$ cat config.mk
export PLATFORM = sky130hd
export DESIGN_NAME = display_region_spi_framer
export DESIGN_NICKNAME = d
export VERILOG_FILES = /design/src/design/drsf_pkg.sv /design/src/design/drsf_row_ctrl.sv /design/src/design/drsf_emitter.sv /design/src/design/display_region_spi_framer.sv
export SDC_FILE = /design/constraint.sdc
export NUM_CORES = 1
export LEC_CHECK = 0
export CORE_MARGIN = 2
export CORE_UTILIZATION = 49
export CTS_CLUSTER_SIZE = 30
export DETAILED_ROUTE_END_ITERATION = 12
export DONT_BUFFER_PORTS = 1
export PLACE_DENSITY = 0.65
export SYNTH_ARGS = -nofsm -noshare
export SYNTH_HDL_FRONTEND = slang
export SYNTH_SLANG_ARGS = --single-unit
$ cat constraint.sdc
create_clock -name clk -period 6.4 [get_ports clk]
set_input_delay 0.32 -clock clk [delete_from_list [all_inputs] [get_ports clk]]
set_output_delay 0.32 -clock clk [all_outputs]
set_load 0.02 [all_outputs]
$ cat src/design/drsf_pkg.sv
`default_nettype none
// ---------------------------------------------------------------------------
// drsf_pkg
// Shared types and constants of the display region SPI framer.
// ---------------------------------------------------------------------------
package drsf_pkg;

	// Command bytes
	localparam logic [7:0] MEM_WRITE_CMD = 8'h2C;
	localparam logic [7:0] DEF_ROW_CMD   = 8'h2A;
	localparam logic [7:0] DEF_COL_CMD   = 8'h2B;
	localparam logic [7:0] DUMMY_BYTE    = 8'h00;

	// Configuration register indexes
	localparam logic [2:0] REG_REGION_X      = 3'd0;
	localparam logic [2:0] REG_REGION_Y      = 3'd1;
	localparam logic [2:0] REG_REGION_WIDTH  = 3'd2;
	localparam logic [2:0] REG_REGION_HEIGHT = 3'd3;
	localparam logic [2:0] REG_PIX_FMT       = 3'd4;
	localparam logic [2:0] REG_DUMMY_COUNT   = 3'd5;
	localparam logic [2:0] REG_ROW_COMMAND   = 3'd6;
	localparam logic [2:0] REG_COL_COMMAND   = 3'd7;

	// Pixel format codes
	localparam logic [2:0] PF_1BPP   = 3'd0;
	localparam logic [2:0] PF_8BPP   = 3'd1;
	localparam logic [2:0] PF_RGB565 = 3'd2;
	localparam logic [2:0] PF_RGB888 = 3'd3;

	// Row byte count: up to 65536 pixels times three bytes
	localparam int TOT_W = 18;

	// Last 1bpp bit position in a byte
	localparam logic [2:0] PACK_LAST = 3'd7;

	// One accepted request, as handed from the row control to the emitter
	typedef struct packed {
		logic        hdr;
		logic [15:0] row_addr;
		logic        data_valid;
		logic [7:0]  data;
		logic        dc_level;
		logic        frame_end;
		logic        done;
		logic        err;
	} drsf_item_t;

	// Header settings with defaults already resolved
	typedef struct packed {
		logic [15:0] col_addr;
		logic [3:0]  dummies;
		logic [7:0]  row_cmd;
		logic [7:0]  col_cmd;
	} drsf_hdr_cfg_t;

	typedef enum logic [10:0] {
		PH_ROW_CMD = 11'b000_0000_0001,
		PH_ROW_DUM = 11'b000_0000_0010,
		PH_ROW_HI  = 11'b000_0000_0100,
		PH_ROW_LO  = 11'b000_0000_1000,
		PH_COL_CMD = 11'b000_0001_0000,
		PH_COL_DUM = 11'b000_0010_0000,
		PH_COL_HI  = 11'b000_0100_0000,
		PH_COL_LO  = 11'b000_1000_0000,
		PH_WR_CMD  = 11'b001_0000_0000,
		PH_WR_DUM  = 11'b010_0000_0000,
		PH_DATA    = 11'b100_0000_0000
	} drsf_phase_t;

endpackage
`default_nettype wire

$ cat src/design/drsf_row_ctrl.sv
`default_nettype none
// ---------------------------------------------------------------------------
// drsf_row_ctrl
// Row and pixel-pack bookkeeping; builds the descriptor of each request.
// ---------------------------------------------------------------------------
module drsf_row_ctrl #(
	parameter int LINE_BYTES = 512
) (
	input  wire                  clk,
	input  wire                  arst_n,
	input  wire                  accept,
	input  wire  [7:0]           source_byte,
	input  wire  [15:0]          region_y,
	input  wire  [15:0]          region_width,
	input  wire  [15:0]          region_height,
	input  wire  [2:0]           pix_fmt,
	output drsf_pkg::drsf_item_t item,
	output logic                 has_result
);

	localparam int BW = $clog2(LINE_BYTES);

	logic [15:0]  row_index_q;
	logic [BW-1:0] byte_in_row_q;
	logic [7:0]   pack_bits_q;
	logic [2:0]   pack_count_q;

	logic [16:0]  w, h;
	logic [drsf_pkg::TOT_W-1:0] w_ext, total;
	logic         line_err, row_start, last_in_row, last_row, one_bit;
	logic [7:0]   pk_base, pk_new;
	logic [2:0]   cnt_base;
	logic         pk_emit;

	always_comb begin
		w = (region_width == 16'd0) ? 17'h10000 : {1'b0, region_width};
		h = (region_height == 16'd0) ? 17'h10000 : {1'b0, region_height};
		w_ext = drsf_pkg::TOT_W'(w);
		case (pix_fmt)
			drsf_pkg::PF_1BPP, drsf_pkg::PF_8BPP: total = w_ext;
			drsf_pkg::PF_RGB888:                  total = w_ext + (w_ext << 1);
			default:                              total = w_ext << 1;
		endcase
		line_err    = total > drsf_pkg::TOT_W'(LINE_BYTES);
		row_start   = (byte_in_row_q == '0);
		last_in_row = (drsf_pkg::TOT_W'(byte_in_row_q) + drsf_pkg::TOT_W'(1)) >= total;
		last_row    = ({1'b0, row_index_q} + 17'd1) >= h;
		one_bit     = (pix_fmt == drsf_pkg::PF_1BPP);

		// other formats drop pending pixels at a row start
		pk_base  = (row_start && !one_bit) ? 8'd0 : pack_bits_q;
		cnt_base = (row_start && !one_bit) ? 3'd0 : pack_count_q;
		pk_new   = pk_base | ((source_byte != 8'd0) ? (8'h80 >> pack_count_q) : 8'd0);
		pk_emit  = (pack_count_q == drsf_pkg::PACK_LAST) || last_in_row;

		if (line_err) begin
			item.hdr        = 1'b0;
			item.row_addr   = '0;
			item.data_valid = 1'b1;
			item.data       = 8'd0;
			item.dc_level   = 1'b0;
			item.frame_end  = 1'b0;
			item.done       = 1'b0;
			item.err        = 1'b1;
		end else begin
			item.hdr        = row_start;
			item.row_addr   = region_y + row_index_q;
			item.data_valid = !one_bit || pk_emit;
			item.data       = one_bit ? pk_new : source_byte;
			item.dc_level   = 1'b1;
			item.frame_end  = last_in_row;
			item.done       = last_in_row && last_row;
			item.err        = 1'b0;
		end
		has_result = item.hdr || item.data_valid;
	end

	always_ff @(posedge clk or negedge arst_n) begin
		if (!arst_n) begin
			row_index_q   <= '0;
			byte_in_row_q <= '0;
			pack_bits_q   <= '0;
			pack_count_q  <= '0;
		end else if (accept && !line_err) begin
			if (one_bit) begin
				if (pk_emit) begin
					pack_bits_q  <= 8'd0;
					pack_count_q <= 3'd0;
				end else begin
					pack_bits_q  <= pk_new;
					pack_count_q <= pack_count_q + 3'd1;
				end
			end else begin
				pack_bits_q  <= pk_base;
				pack_count_q <= cnt_base;
			end
			if (last_in_row) begin
				byte_in_row_q <= '0;
				row_index_q   <= last_row ? 16'd0 : row_index_q + 16'd1;
			end else begin
				byte_in_row_q <= byte_in_row_q + BW'(1);
			end
		end
	end

endmodule
`default_nettype wire

$ cat src/design/drsf_emitter.sv
`default_nettype none
// ---------------------------------------------------------------------------
// drsf_emitter
// Walks the row header and the data byte of one request into the output
// register.
// ---------------------------------------------------------------------------
module drsf_emitter (
	input  wire                     clk,
	input  wire                     arst_n,
	input  wire                     load,
	input  drsf_pkg::drsf_item_t    item,
	input  drsf_pkg::drsf_hdr_cfg_t hcfg,
	output logic                    slot_free,
	output logic                    out_valid,
	input  wire                     out_ready,
	output logic [7:0]              spi_byte,
	output logic                    dc_level,
	output logic                    frame_end,
	output logic                    last_of_item,
	output logic                    region_done,
	output logic                    error
);

	drsf_pkg::drsf_item_t  item_s1;
	logic                  valid_s1;
	drsf_pkg::drsf_phase_t phase_q, phase_nxt;
	logic [3:0]            cnt_q;

	logic       step, is_last, last_dum, dum_phase;
	logic [7:0] byte_c;
	logic       dc_c, fe_c, done_c, err_c;

	always_comb begin
		step      = valid_s1 && (!out_valid || out_ready);
		last_dum  = (cnt_q == hcfg.dummies - 4'd1);
		dum_phase = 1'b0;
		byte_c    = drsf_pkg::DUMMY_BYTE;
		dc_c      = 1'b0;
		fe_c      = 1'b1;
		done_c    = 1'b0;
		err_c     = 1'b0;
		phase_nxt = phase_q;
		unique case (phase_q)
			drsf_pkg::PH_ROW_CMD: begin
				byte_c    = hcfg.row_cmd;
				phase_nxt = drsf_pkg::PH_ROW_DUM;
			end
			drsf_pkg::PH_ROW_DUM: begin
				dum_phase = 1'b1;
				if (last_dum)
					phase_nxt = drsf_pkg::PH_ROW_HI;
			end
			drsf_pkg::PH_ROW_HI: begin
				byte_c    = item_s1.row_addr[15:8];
				phase_nxt = drsf_pkg::PH_ROW_LO;
			end
			drsf_pkg::PH_ROW_LO: begin
				byte_c    = item_s1.row_addr[7:0];
				phase_nxt = drsf_pkg::PH_COL_CMD;
			end
			drsf_pkg::PH_COL_CMD: begin
				byte_c    = hcfg.col_cmd;
				phase_nxt = drsf_pkg::PH_COL_DUM;
			end
			drsf_pkg::PH_COL_DUM: begin
				dum_phase = 1'b1;
				if (last_dum)
					phase_nxt = drsf_pkg::PH_COL_HI;
			end
			drsf_pkg::PH_COL_HI: begin
				byte_c    = hcfg.col_addr[15:8];
				phase_nxt = drsf_pkg::PH_COL_LO;
			end
			drsf_pkg::PH_COL_LO: begin
				byte_c    = hcfg.col_addr[7:0];
				phase_nxt = drsf_pkg::PH_WR_CMD;
			end
			drsf_pkg::PH_WR_CMD: begin
				byte_c    = drsf_pkg::MEM_WRITE_CMD;
				phase_nxt = drsf_pkg::PH_WR_DUM;
			end
			drsf_pkg::PH_WR_DUM: begin
				dum_phase = 1'b1;
				if (last_dum)
					phase_nxt = drsf_pkg::PH_DATA;
			end
			drsf_pkg::PH_DATA: begin
				byte_c = item_s1.data;
				dc_c   = item_s1.dc_level;
				fe_c   = item_s1.frame_end;
				done_c = item_s1.done;
				err_c  = item_s1.err;
			end
			default: phase_nxt = drsf_pkg::PH_DATA;
		endcase
		// a header with no data byte ends on its last dummy
		is_last = (phase_q == drsf_pkg::PH_DATA) ||
			((phase_q == drsf_pkg::PH_WR_DUM) && last_dum && !item_s1.data_valid);
		slot_free = !valid_s1 || (step && is_last);
	end

	always_ff @(posedge clk or negedge arst_n) begin
		if (!arst_n) begin
			valid_s1 <= 1'b0;
			phase_q  <= drsf_pkg::PH_DATA;
			cnt_q    <= '0;
		end else if (load) begin
			valid_s1 <= 1'b1;
			phase_q  <= item.hdr ? drsf_pkg::PH_ROW_CMD : drsf_pkg::PH_DATA;
			cnt_q    <= '0;
		end else if (step) begin
			if (is_last)
				valid_s1 <= 1'b0;
			phase_q <= phase_nxt;
			cnt_q   <= (dum_phase && !last_dum) ? cnt_q + 4'd1 : 4'd0;
		end
	end

	always_ff @(posedge clk) begin
		if (load)
			item_s1 <= item;
	end

	always_ff @(posedge clk or negedge arst_n) begin
		if (!arst_n)
			out_valid <= 1'b0;
		else if (step)
			out_valid <= 1'b1;
		else if (out_ready)
			out_valid <= 1'b0;
	end

	always_ff @(posedge clk) begin
		if (step) begin
			spi_byte     <= byte_c;
			dc_level     <= dc_c;
			frame_end    <= fe_c;
			last_of_item <= is_last;
			region_done  <= done_c;
			error        <= err_c;
		end
	end

endmodule
`default_nettype wire

$ cat src/design/display_region_spi_framer.sv
`default_nettype none
// ---------------------------------------------------------------------------
// display_region_spi_framer
// Turns the source bytes of a display region into framed SPI bytes.
// ---------------------------------------------------------------------------
// Usage:
//   Source bytes enter on in_valid/in_ready, row by row. SPI bytes leave on
//   out_valid/out_ready with their data/command flag, frame end, last-of-
//   request, region-done and error flags. Registers are written through
//   cfg_write/cfg_index/cfg_data while the block is idle.
//   The first byte of each row expands into a header: row command, dummies,
//   row address, column command, dummies, column address, 0x2C, dummies
//   (7 + 3*dummies bytes, dummies of 0 count as 1), each in its own frame.
//   Row bytes follow in one data frame; 1bpp pixels are packed MSB-first.
//   A taken request is held in the request register; its bytes then leave
//   through the output register. Throughput: one data byte per cycle while
//   out_ready is high; a row start holds the input while its header bytes
//   go through the single output register the header sequencer feeds.
//   While out_ready is low the output register holds; one more request is
//   taken and parked in the request register, then in_ready drops.
//   Reset clears the row/pack counters and loads the register defaults.
// ---------------------------------------------------------------------------
module display_region_spi_framer #(
	parameter int LINE_BYTES = 512
) (
	input  wire         clk,
	input  wire         arst_n,
	input  wire         in_valid,
	output logic        in_ready,
	input  wire  [7:0]  source_byte,
	output logic        out_valid,
	input  wire         out_ready,
	output logic [7:0]  spi_byte,
	output logic        dc_level,
	output logic        frame_end,
	output logic        last_of_item,
	output logic        region_done,
	output logic        error,
	input  wire         cfg_write,
	input  wire  [2:0]  cfg_index,
	input  wire  [15:0] cfg_data
);

	logic [15:0] region_x_q, region_y_q, region_width_q, region_height_q;
	logic [2:0]  pix_fmt_q;
	logic [3:0]  dummy_count_q;
	logic [7:0]  row_command_q, column_command_q;

	drsf_pkg::drsf_item_t    item;
	drsf_pkg::drsf_hdr_cfg_t hcfg;
	logic                    has_result, accept, slot_free;

	always_ff @(posedge clk or negedge arst_n) begin
		if (!arst_n) begin
			region_x_q       <= 16'd0;
			region_y_q       <= 16'd0;
			region_width_q   <= 16'd1;
			region_height_q  <= 16'd1;
			pix_fmt_q        <= drsf_pkg::PF_RGB565;
			dummy_count_q    <= 4'd1;
			row_command_q    <= drsf_pkg::DEF_ROW_CMD;
			column_command_q <= drsf_pkg::DEF_COL_CMD;
		end else if (cfg_write) begin
			unique case (cfg_index)
				drsf_pkg::REG_REGION_X:      region_x_q       <= cfg_data;
				drsf_pkg::REG_REGION_Y:      region_y_q       <= cfg_data;
				drsf_pkg::REG_REGION_WIDTH:  region_width_q   <= cfg_data;
				drsf_pkg::REG_REGION_HEIGHT: region_height_q  <= cfg_data;
				drsf_pkg::REG_PIX_FMT:       pix_fmt_q        <= cfg_data[2:0];
				drsf_pkg::REG_DUMMY_COUNT:   dummy_count_q    <= cfg_data[3:0];
				drsf_pkg::REG_ROW_COMMAND:   row_command_q    <= cfg_data[7:0];
				drsf_pkg::REG_COL_COMMAND:   column_command_q <= cfg_data[7:0];
				default: ;
			endcase
		end
	end

	always_comb begin
		hcfg.col_addr = region_x_q;
		hcfg.dummies  = (dummy_count_q == 4'd0) ? 4'd1 : dummy_count_q;
		hcfg.row_cmd  = (row_command_q == 8'd0) ? drsf_pkg::DEF_ROW_CMD : row_command_q;
		hcfg.col_cmd  = (column_command_q == 8'd0) ? drsf_pkg::DEF_COL_CMD
			: column_command_q;
		in_ready      = slot_free;
		accept        = in_valid && slot_free;
	end

	drsf_row_ctrl #(
		.LINE_BYTES(LINE_BYTES)
	) u_row_ctrl (
		.clk          (clk),
		.arst_n       (arst_n),
		.accept       (accept),
		.source_byte  (source_byte),
		.region_y     (region_y_q),
		.region_width (region_width_q),
		.region_height(region_height_q),
		.pix_fmt      (pix_fmt_q),
		.item         (item),
		.has_result   (has_result)
	);

	drsf_emitter u_emitter (
		.clk         (clk),
		.arst_n      (arst_n),
		.load        (accept && has_result),
		.item        (item),
		.hcfg        (hcfg),
		.slot_free   (slot_free),
		.out_valid   (out_valid),
		.out_ready   (out_ready),
		.spi_byte    (spi_byte),
		.dc_level    (dc_level),
		.frame_end   (frame_end),
		.last_of_item(last_of_item),
		.region_done (region_done),
		.error       (error)
	);

endmodule
`default_nettype wire

=== Word-level counts from Yosys, hierarchy flattened ===
Cells that the tools add are included.
W data, S select, Z words.

* Register bits: 182
* Latch bits: 0
* Bits in writable memories: 0
* Memory bits (read-only): 0
* Input port bits: 32
* Output and inout bits: 15
* Memories: 0

* $add $sub $neg: 9
* Multiply operators: 0
* Div/mod/pow operators: 0
* $lt $le $gt $ge: 3
* Equality and inequality tests: 26
* Shift-type cells: 1
* Mux-type cells: 34
* Bitwise logic cells: 1
* Reduce and logical (&&, ||, !) cells: 49

{| class="wikitable"
|+ Operator list
! kind !! number
|-
| $pmux W11 S11 || 1
|-
| $mux W11 || 6
|-
| $pmux W8 S8 || 1
|-
| $mux W8 || 7
|-
| $pmux W18 S2 || 1
|-
| $mux W17 || 2
|-
| $logic_not A16 Y1 || 2
|-
| $mux W30 || 1
|-
| $reduce_and A2 Y1 || 11
|-
| $add A17 B18 Y18 || 1
|-
| $ge A18 B18 Y1 || 1
|-
| $gt A18 B10 Y1 const B || 1
|-
| $add A16 B1 Y17 const B || 1
|-
| $ge A17 B17 Y1 || 1
|-
| $add A16 B1 Y16 const B || 1
|-
| $add A16 B16 Y16 || 1
|-
| $logic_not A8 Y1 || 2
|-
| $mux W16 || 1
|-
| $mux W4 || 4
|-
| $eq A3 B3 Y1 const B || 5
|-
| $eq A11 B1 Y1 const B || 1
|-
| $eq A11 B10 Y1 const B || 1
|-
| $eq A11 B11 Y1 const B || 1
|-
| $eq A11 B2 Y1 const B || 1
|-
| 33 further kinds || 68
|}

=== Longest topological paths before layout ===
Gate-level depths: netlist (run 1).

* Depth after elaboration: 13
* Gate-level depth with buffers: 26

=== Hierarchy ===
From an unflattened synthesis (run 1), not the netlist that was laid out.

* Cells, all modules: 1110
* Area total of the unflattened synthesis: 11662.4 um^2

{| class="wikitable"
|+ By module, submodules not included
! module !! times used !! cells each !! area an instance (um^2) !! sequential area each (um^2)
|-
| drsf_row_ctrl || 1 || 668 || 5212.5 || 900.9
|-
| display_region_spi_framer || 1 || 224 || 3559.7 || 2190.9
|-
| drsf_emitter || 1 || 218 || 2890.3 || 1687.9
|}

=== Worst setup path after synthesis (run 1) ===
No wires, ideal clock.

* Path type: register to register
* Start: reg region_width_q[8]
* End: reg u_emitter.item_s1[0] in the netlist's numbering (enable)
* Arrival time: 5.297 ns
* Slack: 0.699 ns
* Stages on the path, launching flop included: 23
* Clock period less this slack: 5.701 ns
* Path through: dfrtp_1 -> inv_1 -> ha_1 -> nand4_4 -> nor2_8 -> buf_1 -> buf_1 -> nor2_1 -> ha_1 -> a21oi_1 -> and3_1 -> o211a_1 -> a211oi_1 -> o21a_1 -> ha_1 -> nand4_1 -> nor2_1 -> nand3_1 -> a221o_1 -> o21ai_1 -> nor2_1 -> a21oi_1 -> clkbuf_1

* Longest elaborated chain between the ends: 10
* Elaborated cells on any way between the ends: 11

{| class="wikitable"
|+ RTL lines
! element !! line !! RTL
|-
| start: declaration || display_region_spi_framer.sv:44 || <nowiki>logic [15:0] region_x_q, region_y_q, region_width_q, region_height_q;</nowiki>
|-
| start signal: assignment || display_region_spi_framer.sv:67 || <nowiki>drsf_pkg::REG_REGION_WIDTH: region_width_q <= cfg_data;</nowiki>
|-
| $logic_not A16 Y1 || drsf_row_ctrl.sv:36 || <nowiki>w = (region_width == 16'd0) ? 17'h10000 : {1'b0, region_width};</nowiki>
|-
| $mux W17 (*) || drsf_row_ctrl.sv:36 ||
|-
| $add A17 B18 Y18 || drsf_row_ctrl.sv:41 || <nowiki>drsf_pkg::PF_RGB888: total = w_ext + (w_ext << 1);</nowiki>
|-
| $pmux W18 S2 (*) || drsf_row_ctrl.sv:39 || <nowiki>case (pix_fmt)</nowiki>
|-
| $ge A18 B18 Y1 || drsf_row_ctrl.sv:46 || <nowiki>last_in_row = (drsf_pkg::TOT_W'(byte_in_row_q) + drsf_pkg::TOT_W'(1)) >= total;</nowiki>
|-
| $logic_or A1 B1 Y1 || drsf_row_ctrl.sv:54 || <nowiki>pk_emit = (pack_count_q == drsf_pkg::PACK_LAST) || last_in_row;</nowiki>
|-
| $logic_or A1 B1 Y1 || drsf_row_ctrl.sv:68 || <nowiki>item.data_valid = !one_bit || pk_emit;</nowiki>
|-
| $mux W30 (*) || drsf_row_ctrl.sv:56 || <nowiki>if (line_err) begin</nowiki>
|-
| $logic_or A1 B1 Y1 (*) || drsf_row_ctrl.sv:75 || <nowiki>has_result = item.hdr || item.data_valid;</nowiki>
|-
| $logic_and A1 B1 Y1 (*) || display_region_spi_framer.sv:106 || <nowiki>.load (accept && has_result),</nowiki>
|-
| net u_emitter.load || drsf_emitter.sv:10 || <nowiki>input wire load,</nowiki>
|-
| end signal: assignment || drsf_emitter.sv:121 || <nowiki>item_s1 <= item;</nowiki>
|-
| end: declaration || drsf_emitter.sv:24 || <nowiki>drsf_pkg::drsf_item_t item_s1;</nowiki>
|}

The timed path passes the listed nets; every way through them passes the cells marked *.
A chain may end at the register's enable or synchronous reset.

=== Worst setup path in the final report (run 1) ===
* Start: reg region_width_q[13]
* End: reg u_row_ctrl.row_index_q[3]

* Longest elaborated chain between the ends: 8
* Elaborated cells on any way between the ends: 9

{| class="wikitable"
|+ RTL lines
! element !! line !! RTL
|-
| $logic_not A16 Y1 || drsf_row_ctrl.sv:36 ||
|-
| $mux W17 (*) || drsf_row_ctrl.sv:36 ||
|-
| $add A17 B18 Y18 || drsf_row_ctrl.sv:41 ||
|-
| $pmux W18 S2 (*) || drsf_row_ctrl.sv:39 ||
|-
| $gt A18 B10 Y1 || drsf_row_ctrl.sv:44 || <nowiki>line_err = total > drsf_pkg::TOT_W'(LINE_BYTES);</nowiki>
|-
| $logic_not A1 Y1 || drsf_row_ctrl.sv:84 || <nowiki>end else if (accept && !line_err) begin</nowiki>
|-
| $logic_and A1 B1 Y1 || drsf_row_ctrl.sv:84 ||
|-
| $reduce_and A2 Y1 (no source line) (*) || -- ||
|-
| end signal: assignment || drsf_row_ctrl.sv:99 || <nowiki>row_index_q <= last_row ? 16'd0 : row_index_q + 16'd1;</nowiki>
|-
| end: declaration || drsf_row_ctrl.sv:23 || <nowiki>logic [15:0] row_index_q;</nowiki>
|}

Every way passes the cells marked *; elsewhere a longest branch is shown, timed or not.

==> summary.md, run 1 <==
| Metric | Value |
|---|---|
| GPL Wtd Cong | `0.8976` |
| Die Wd | `154.9 µm` |
| Critical Path Source Type | `register` |
| Wire length on met2 | `11950 µm` |
| FFs w/ async S/R, synth | `0.7692` |
| Register area share after synthesis | `0.4286` |
| DR DRC count | `0` |
| Reg-to-Reg End | `u_row_ctrl.row_index_q[3]` |
| PortBufs | `0` |
| R2r setup slk | `0.42 ns` |
| WP buf/inv | `2` |
| Clk slew on worst S/H paths | `0.07 ns` |
| Vias | `8450` |
| Post-synth EDFFs | `42` |
| CTS root buffer | `clkbuf_16` |
| Worst-Skew Late Latency | `0.45 ns` |
| Max clock buf depth | `2` |
| Status | `complete, no violations` |
| Area grow syn2layout | `9.671%` |
| Sink Count | `182` |
| Number of top-level pins | `47` |
| Core Area | `22500 µm²` |
| Flops & latches, synth | `182` |
| Net count after synthesis | `1216` |
| Worst clock skew | `roughly 0.015 ns` |
| Finish-stage setup viols | `0` |
| Pwr/cell area | `360.0 nW/µm²` |
| Vias per inst | `5.989` |
| Share of the synthesized area in the top cell type | `0.2872` |
| Initial Utilization | `0.4956` |
| Initial antenna violation count | `2` |
| Area leader, netlist | `dfrtp_1` |
| Crit path launch | `region_width_q[13]` |
| Highest Signal Layer | `met4` |
| WP data arrival | `6.30 ns` |
| Peak supply drop | `0.1868 mV` |
| Ys flop type | `dfrtp_1` |
| Syn Area/Cell | `10.09 µm²` |
| Hold path depth | `2` |
| Netlist cell types | `83` |
| WL met3 | `1863 µm` |
| DRT Wirelength | `27740 µm` |
| PostCTS Resize Cnt | `0` |
| Vias in the first global route | `8090` |
| Min-delay src | `cfg_data[13]` |
| Height of the die | `approximately 150 µm` |
| DRT iter0 DRCs | `around 750` |
| Most common cell in the netlist | `dfrtp_1` |
| GRT Resource Usage Total | `0.2378` |
| H-tree depth | `4` |
| Final Hold Fails | `0` |
| Critical path's largest stage delay | `0.71 ns` |
| CP max stage cell | `or3b_1` |
| Met1 Wirelength | `13500 µm` |
| Setup Crit Path Kind | `reg -> reg` |
| Slew headroom | `0.2606` |
| First-pass GRT wire length | `44420 µm` |
| Synth Instances | `1105` |
| Share of layout cells above drive strength 1 | `0.1385` |
| Max-slew violation count | `0` |
| Post-route cell area | `12230 µm²` |
| DR pass1 iterations | `5` |
| Largest net degree at the start of global routing | `141` |
| Final Cycle Share | `0.9341` |
| Crit path max-delay family | `simple AND/OR/NAND/NOR gates` |
| Die area | `23980 µm²` |
| Antenna-violating nets left | `0` |
| Nets | `1224` |
| Tightest Pin Transition | `between 1 and 1.5 ns` |
| Drt wl/cell | `between 15 and 20 µm` |
| Synth area leaders | `dfrtp_1 29%, edfxtp_1 11%, ha_1 8.6%` |
| RSZ-0062 raised after global routing | `no` |
| Grt total ovfl | `0` |
| Fmax | `0.1673 GHz` |
| Final worst path period need | `~6.0 ns` |
| Post-synth top cells | `128 x dfrtp_1, 102 x nor2_1, 77 x ha_1, 74 x nand2_1, 70 x mux2_2` |
| Critical Path Sink Type | `register` |
| CTS Buf Count | `17` |
| Most frequent CP cell | `ha_1` |
| Hold EP | `region_width_q[13]` |
| # rows | `55` |
| Netlist Area Pre-Place | `11150 µm²` |
| Cell Chain, Critical Path | `inv_1 -> ha_1 -> nand4_4 -> or2_1 -> nand2_1 -> inv_1 -> ha_1 -> a211oi_2 -> o21bai_1 -> nor4bb_4 -> nor4_1 -> nor3_1 -> ha_1 -> nand4_1 -> nor2_1 -> nand3_1 -> a221o_1 -> o21ai_1 -> nand3_1 -> a311o_1 -> nand2_1 -> or3b_1 -> mux2_1` |
| YS warnings | `0` |
| CTS tree | `done` |
| R2R cell count | `23` |
| CP required | `about 6.7 ns` |
| Setup TNS | `0 ns` |
| Post-DP HPWL | `20460 µm` |
| Critical Path Fanout Max | `16` |
| Cell Area, Placed | `11520 µm²` |
| Reg-to-reg startpoint | `region_width_q[13]` |
| ANT cells | `0` |
| Min-Delay Path Class | `in -> reg` |
| LEAKAGE | `5.367 nW` |
| Max Cap Violations | `0` |
==> sequential cells by signal, indices dropped and copies added (netlist names), 4 cells and up <==
name / cells
column_command_q: 8
dummy_count_q: 4
u_row_ctrl.row_index_q: 16
region_height_q: 16
u_emitter.cnt_q: 4
u_emitter.item_s1: 29
region_x_q: 16
u_row_ctrl.byte_in_row_q: 9
u_row_ctrl.pack_bits_q: 8
region_y_q: 16
u_emitter.phase_q: 11
region_width_q: 16
u_emitter.spi_byte: 8
row_command_q: 8
==> final cells by class <==
class	instances	area [µm²]
clock buffers	17	425.4
multi-input cells	824	6020
repair buffers	20	180.2
well taps	285	356.6
fillers	1977	10270
inverters	68	255.2
flip-flops and latches	182	4780
clock inverters	15	214.0
==> logic make-up (layout without fill, tap and decap cells) <==
logic type,after synthesis,after routing,share of synthesized area
XOR/XNOR,46,46,0.03613
AND/OR/NAND/NOR,365,365,0.1675
adder cells (fa/ha/maj),79,79,0.08998
multiplexers,98,98,0.09963
flip-flops,182,182,0.4286
buffers and inverters,99,120,0.03467
AO/OA/AOI/OAI,236,236,0.1435
==> how the worst max path moves through the flow <==
stage | to | slack (ns) | depth (start not counted)
floorplan | u_emitter.item_s1[0] | 0.70 | 22
global placement | u_row_ctrl.row_index_q[3] | 0.66 | 22
detailed placement | u_row_ctrl.row_index_q[7] | 0.50 | 23
CTS | u_row_ctrl.row_index_q[3] | 0.47 | 23
global route | u_row_ctrl.row_index_q[3] | 0.02 | 23
finish | u_row_ctrl.row_index_q[3] | 0.42 | 23
==> stage by stage <==
step / power (W) / utilization / hold slack, ns / setup slack, ns / std cells
floorplan: 0.002875 / - / 0.02441 / 0.6986 / 1105
global placement: 0.003255 / 0.5121 / 0.03113 / 0.6623 / 1374
detailed placement: 0.003278 / 0.5121 / 0.02885 / 0.4954 / 1374
CTS: 0.004412 / 0.5422 / 0.0005373 / 0.4672 / 1408
global route: 0.004687 / 0.5435 / 0.0000004441 / 0.01725 / 1411
finish: 0.004403 / 0.5435 / 0.007130 / 0.4215 / 1411
==> power by group <==
group / switching (W) / internal, W / total [W]
sequential: 0.000248 / 0.00149 / 0.00174
combinational: 0.000930 / 0.000634 / 0.00156
clock: 0.000555 / 0.000546 / 0.00110
==> cells in the final DEF (no fill, tap or decap), types with 13 or more instances in the layout <==
| cell | Yosys | final |
|---|---|---|
| edfxtp_1 | 42 | 42 |
| clkbuf_16 | 0 | 17 |
| nor2b_1 | 24 | 24 |
| a21oi_1 | 49 | 48 |
| a22oi_1 | 17 | 17 |
| inv_1 | 68 | 68 |
| nand3_1 | 34 | 34 |
| buf_4 | 1 | 15 |
| a21o_1 | 13 | 13 |
| xnor2_1 | 25 | 25 |
| o21ai_0 | 59 | 59 |
| nor3_1 | 34 | 33 |
| nor2_1 | 102 | 102 |
| ha_1 | 77 | 77 |
| nand2b_1 | 13 | 13 |
| xor2_1 | 21 | 21 |
| a211oi_1 | 14 | 14 |
| mux2i_1 | 15 | 15 |
| dfrtp_1 | 128 | 128 |
| nand2_1 | 74 | 74 |
| mux2_2 | 70 | 70 |
| nor4_1 | 16 | 16 |
==> routing by layer <==
metal,track usage,vias to the layer above
met4,0.06658,0
met1,0.3590,4131
met2,0.3458,237
met3,0.04958,30
met5,0,-
li1,-,4052
==> repair_timing <==
item | 4_1_cts | 5_1_grt
endpoints found under the hold margin | 140 | 3
hold buffers | 2 | 3
buffers inserted | 0 | 0
Power figures use the tool's default switching activity.
==> run 2: changes to the inputs <==
CORE_UTILIZATION = 50   (was 49)
PLACE_DENSITY = 0.66   (was 0.65)
==> summary.md, run 2 (synthesis results as in run 1) <==
| Metric | Value |
|---|---|
| H-tree depth | `4 (unchanged)` |
| Final Core Density | `0.5626 (+0.01914)` |
| Die Wd | `153.3 µm (-0.98%)` |
| Drt wl/cell | `20.00 µm (+1.8%)` |
| RSZ-0062 raised after global routing | `no` |
| Clk slew on worst S/H paths | `0.09 ns (+0.02 ns)` |
| Vias per inst | `6.030 (+0.68%)` |
| Nets | `1233 (+0.74%)` |
| Initial antenna violation count | `1 (-1)` |
| P_sw | `0.001757 W (+1.3%)` |
| First-pass GRT wire length | `45770 µm (+3.0%)` |
| Hold EP | `region_width_q[5]` |
| Initial Utilization | `0.5094 (+0.01385)` |
| Commonest cells after routing, fill and taps aside | `128 x dfrtp_1, 102 x nor2_1, 77 x ha_1, 74 x nand2_1, 70 x mux2_2` |
| Critical Path Source Type | `register` |
| ANT cells | `0 (unchanged)` |
| CTS Buf Count | `17 (unchanged)` |
| Hold path depth | `2 (unchanged)` |
| Final Hold Fails | `0 (unchanged)` |
| Die area | `23510 µm² (-1.9%)` |
| R2R cell count | `22 (-4.3%)` |
| Max reg flops | `29 (unchanged)` |
| CP required | `6.73 ns (about the same)` |
| Combinational power share | `0.357 (+0.002)` |
| Sink Count | `182 (unchanged)` |
| CTS root buffer | `clkbuf_16` |
| Status | `complete, no violations` |
| DRT Wirelength | `28310 µm (+2.1%)` |
| Finish-stage setup viols | `0 (unchanged)` |
| Slew headroom | `0.3250 (+0.06441)` |
| GPL Wtd Cong | `0.9123 (+1.6%)` |
| Peak supply drop | `0.2289 mV (+22%)` |
| Tightest Pin Transition | `1.005 ns (-0.09588 ns)` |
| Setup TNS | `0 ns (unchanged)` |
| Fmax | `0.1706 GHz (+2.0%)` |
| Commonest non-fill, non-tap cell in the layout | `dfrtp_1` |
| Setup Crit Path Kind | `reg -> reg` |
| PortBufs | `0 (unchanged)` |
| DR pass1 iterations | `6 (+1)` |
| DRT iter0 DRCs | `771 (+3.4%)` |
| CP max stage cell | `or3b_2` |
| LEAKAGE | `5.406 nW (+0.73%)` |
| # rows | `54 (-1.8%)` |
| Number of post-CTS setup repair buffers | `0 (unchanged)` |
| Critical path's largest stage delay | `0.70 ns (about the same)` |
| Vias in the first global route | `8337 (+3.1%)` |
| Min-Delay Path Class | `in -> reg` |
| Register share of total power | `0.394 (about the same)` |
| Antenna-violating nets left | `0 (unchanged)` |
| Height of the die | `153.3 µm (-0.98%)` |
| DR DRC count | `0 (unchanged)` |
| Final Cycle Share | `0.9158 (-0.01838)` |
| Switch share | `0.3965 (+0.002735)` |
| R2r setup slk | `0.54 ns (+0.12 ns)` |
| Post-DP HPWL | `20620 µm (+0.79%)` |
| Vias | `8532 (+0.97%)` |
| Area grow syn2layout | `10.45%` |
| Worst clock skew | `0.01414 ns (-0.0006822 ns)` |
| WP data arrival | `6.19 ns (-0.11 ns)` |
| Max clock buf depth | `2 (unchanged)` |
| Worst-Skew Late Latency | `0.45 ns (about the same)` |
| Reg-to-Reg End | `u_row_ctrl.row_index_q[4]` |
| WP buf/inv | `1 (-1)` |
| Crit path max-delay family | `simple AND/OR/NAND/NOR gates` |
| Critical Path Sink Type | `register` |
| Int Pwr | `0.002674 W (+0.16%)` |
| Number of top-level pins | `47 (unchanged)` |
| Fillers | `1918 (-3.0%)` |
| Critical Path Fanout Max | `16 (unchanged)` |
| CTS tree | `done` |
| Max Cap Violations | `0 (unchanged)` |
| Min-delay src | `cfg_data[5]` |
| Final worst path period need | `5.861 ns (-0.1176 ns)` |
| Share of layout cells above drive strength 1 | `0.1383 (-0.0002175)` |
| Pwr/cell area | `359.7 nW/µm² (about the same)` |
| Cell Chain, Critical Path | `inv_1 -> ha_1 -> nand4_4 -> or2_1 -> nand2_1 -> fa_1 -> nand2b_1 -> o2bb2ai_1 -> o21ai_1 -> xor2_1 -> a21oi_1 -> ha_1 -> nand4_1 -> nor2_1 -> nand3_1 -> a221o_1 -> o21ai_1 -> nand3_1 -> a311o_1 -> nand2_1 -> or3b_2 -> mux2_1` |
| Grt total ovfl | `0 (unchanged)` |
| Max-slew violation count | `0 (unchanged)` |
| Largest net degree at the start of global routing | `141 (unchanged)` |
| Reg-to-reg startpoint | `region_width_q[0]` |
| Most flops, register | `u_emitter.item_s1` |
| Clock network power share | `0.249 (about the same)` |
| Core Area | `21890 µm² (-2.7%)` |
| GRT Resource Usage Total | `0.2472 (+0.009399)` |
## run 2: cell type report
type	instances	area, µm²	share of cell area
Timing Repair Buffer	29	270.3	0.02194
Clock inverter	15	216.5	0.01757
Inverter	68	255.2	0.02072
Clock buffer	17	425.4	0.03454
Sequential cell	182	4780	0.3881
Tap cell	280	350.3	0.02844
Multi-Input combinational cell	824	6020	0.4887
## run 2: how the worst max path moves through the flow
stage / to / from / depth (start not counted) / slack [ns]
after floorplan: u_emitter.item_s1[0] / region_width_q[8] / 22 / 0.70
after global placement: u_row_ctrl.row_index_q[4] / region_width_q[0] / 22 / 0.62
after detailed placement: u_row_ctrl.row_index_q[3] / region_width_q[0] / 22 / 0.48
after CTS: u_row_ctrl.row_index_q[4] / region_width_q[0] / 22 / 0.43
after global routing: u_row_ctrl.row_index_q[3] / region_width_q[0] / 22 / 0.08
final: u_row_ctrl.row_index_q[4] / region_width_q[0] / 22 / 0.54
## run 2: per-layer routing
| metal | track usage | vias up | wire length (µm) |
|---|---|---|---|
| met5 | 0 | - | 0 |
| met4 | 0.07165 | 0 | 631 |
| met3 | 0.04593 | 39 | 1692 |
| met2 | 0.3754 | 251 | 12560 |
| met1 | 0.3623 | 4168 | 13430 |
| li1 | - | 4074 | - |
## run 2: power groups by stage
stage / clock, W / sequential, W / combinational (W)
5_1_grt: 0.00117 / 0.00179 / 0.00177
4_1_cts: 0.00112 / 0.00174 / 0.00157
6_report: 0.00110 / 0.00174 / 0.00158
2_1_floorplan: 0 / 0.00168 / 0.00119
3_5_place_dp: 0 / 0.00176 / 0.00154
3_3_place_gp: 0 / 0.00176 / 0.00151
## run 2: per-stage QoR
stage	hold WS, ns	power [W]	std cells	cell area, µm²	setup WS, ns
2_1_floorplan	0.02441	0.002875	1105	11150	0.6986
3_3_place_gp	0.02896	0.003265	1369	11520	0.6165
3_5_place_dp	0.02881	0.003300	1369	11520	0.4843
4_1_cts	0.000003719	0.004436	1411	12280	0.4271
5_1_grt	0.0007699	0.004721	1415	12320	0.08497
6_report	0.01008	0.004430	1415	12320	0.5392
## run 2: worst reg2reg max path, cell delays in order (launching register included)
cell	delay, ns
dfstp_2	0.55
inv_1	0.08
ha_1	0.24
nand4_4	0.16
or2_1	0.29
nand2_1	0.17
fa_1	0.44
nand2b_1	0.16
o2bb2ai_1	0.18
o21ai_1	0.32
xor2_1	0.18
a21oi_1	0.10
ha_1	0.35
nand4_1	0.15
nor2_1	0.13
nand3_1	0.09
a221o_1	0.29
o21ai_1	0.19
nand3_1	0.12
a311o_1	0.34
nand2_1	0.08
or3b_2	0.70
mux2_1	0.42
## run 2: timing repair
action,in CTS,in global routing
hold buffers,10,4
hold endpoints to repair,148,4
setup endpoints to repair,0,5
gates resized for setup,0,1
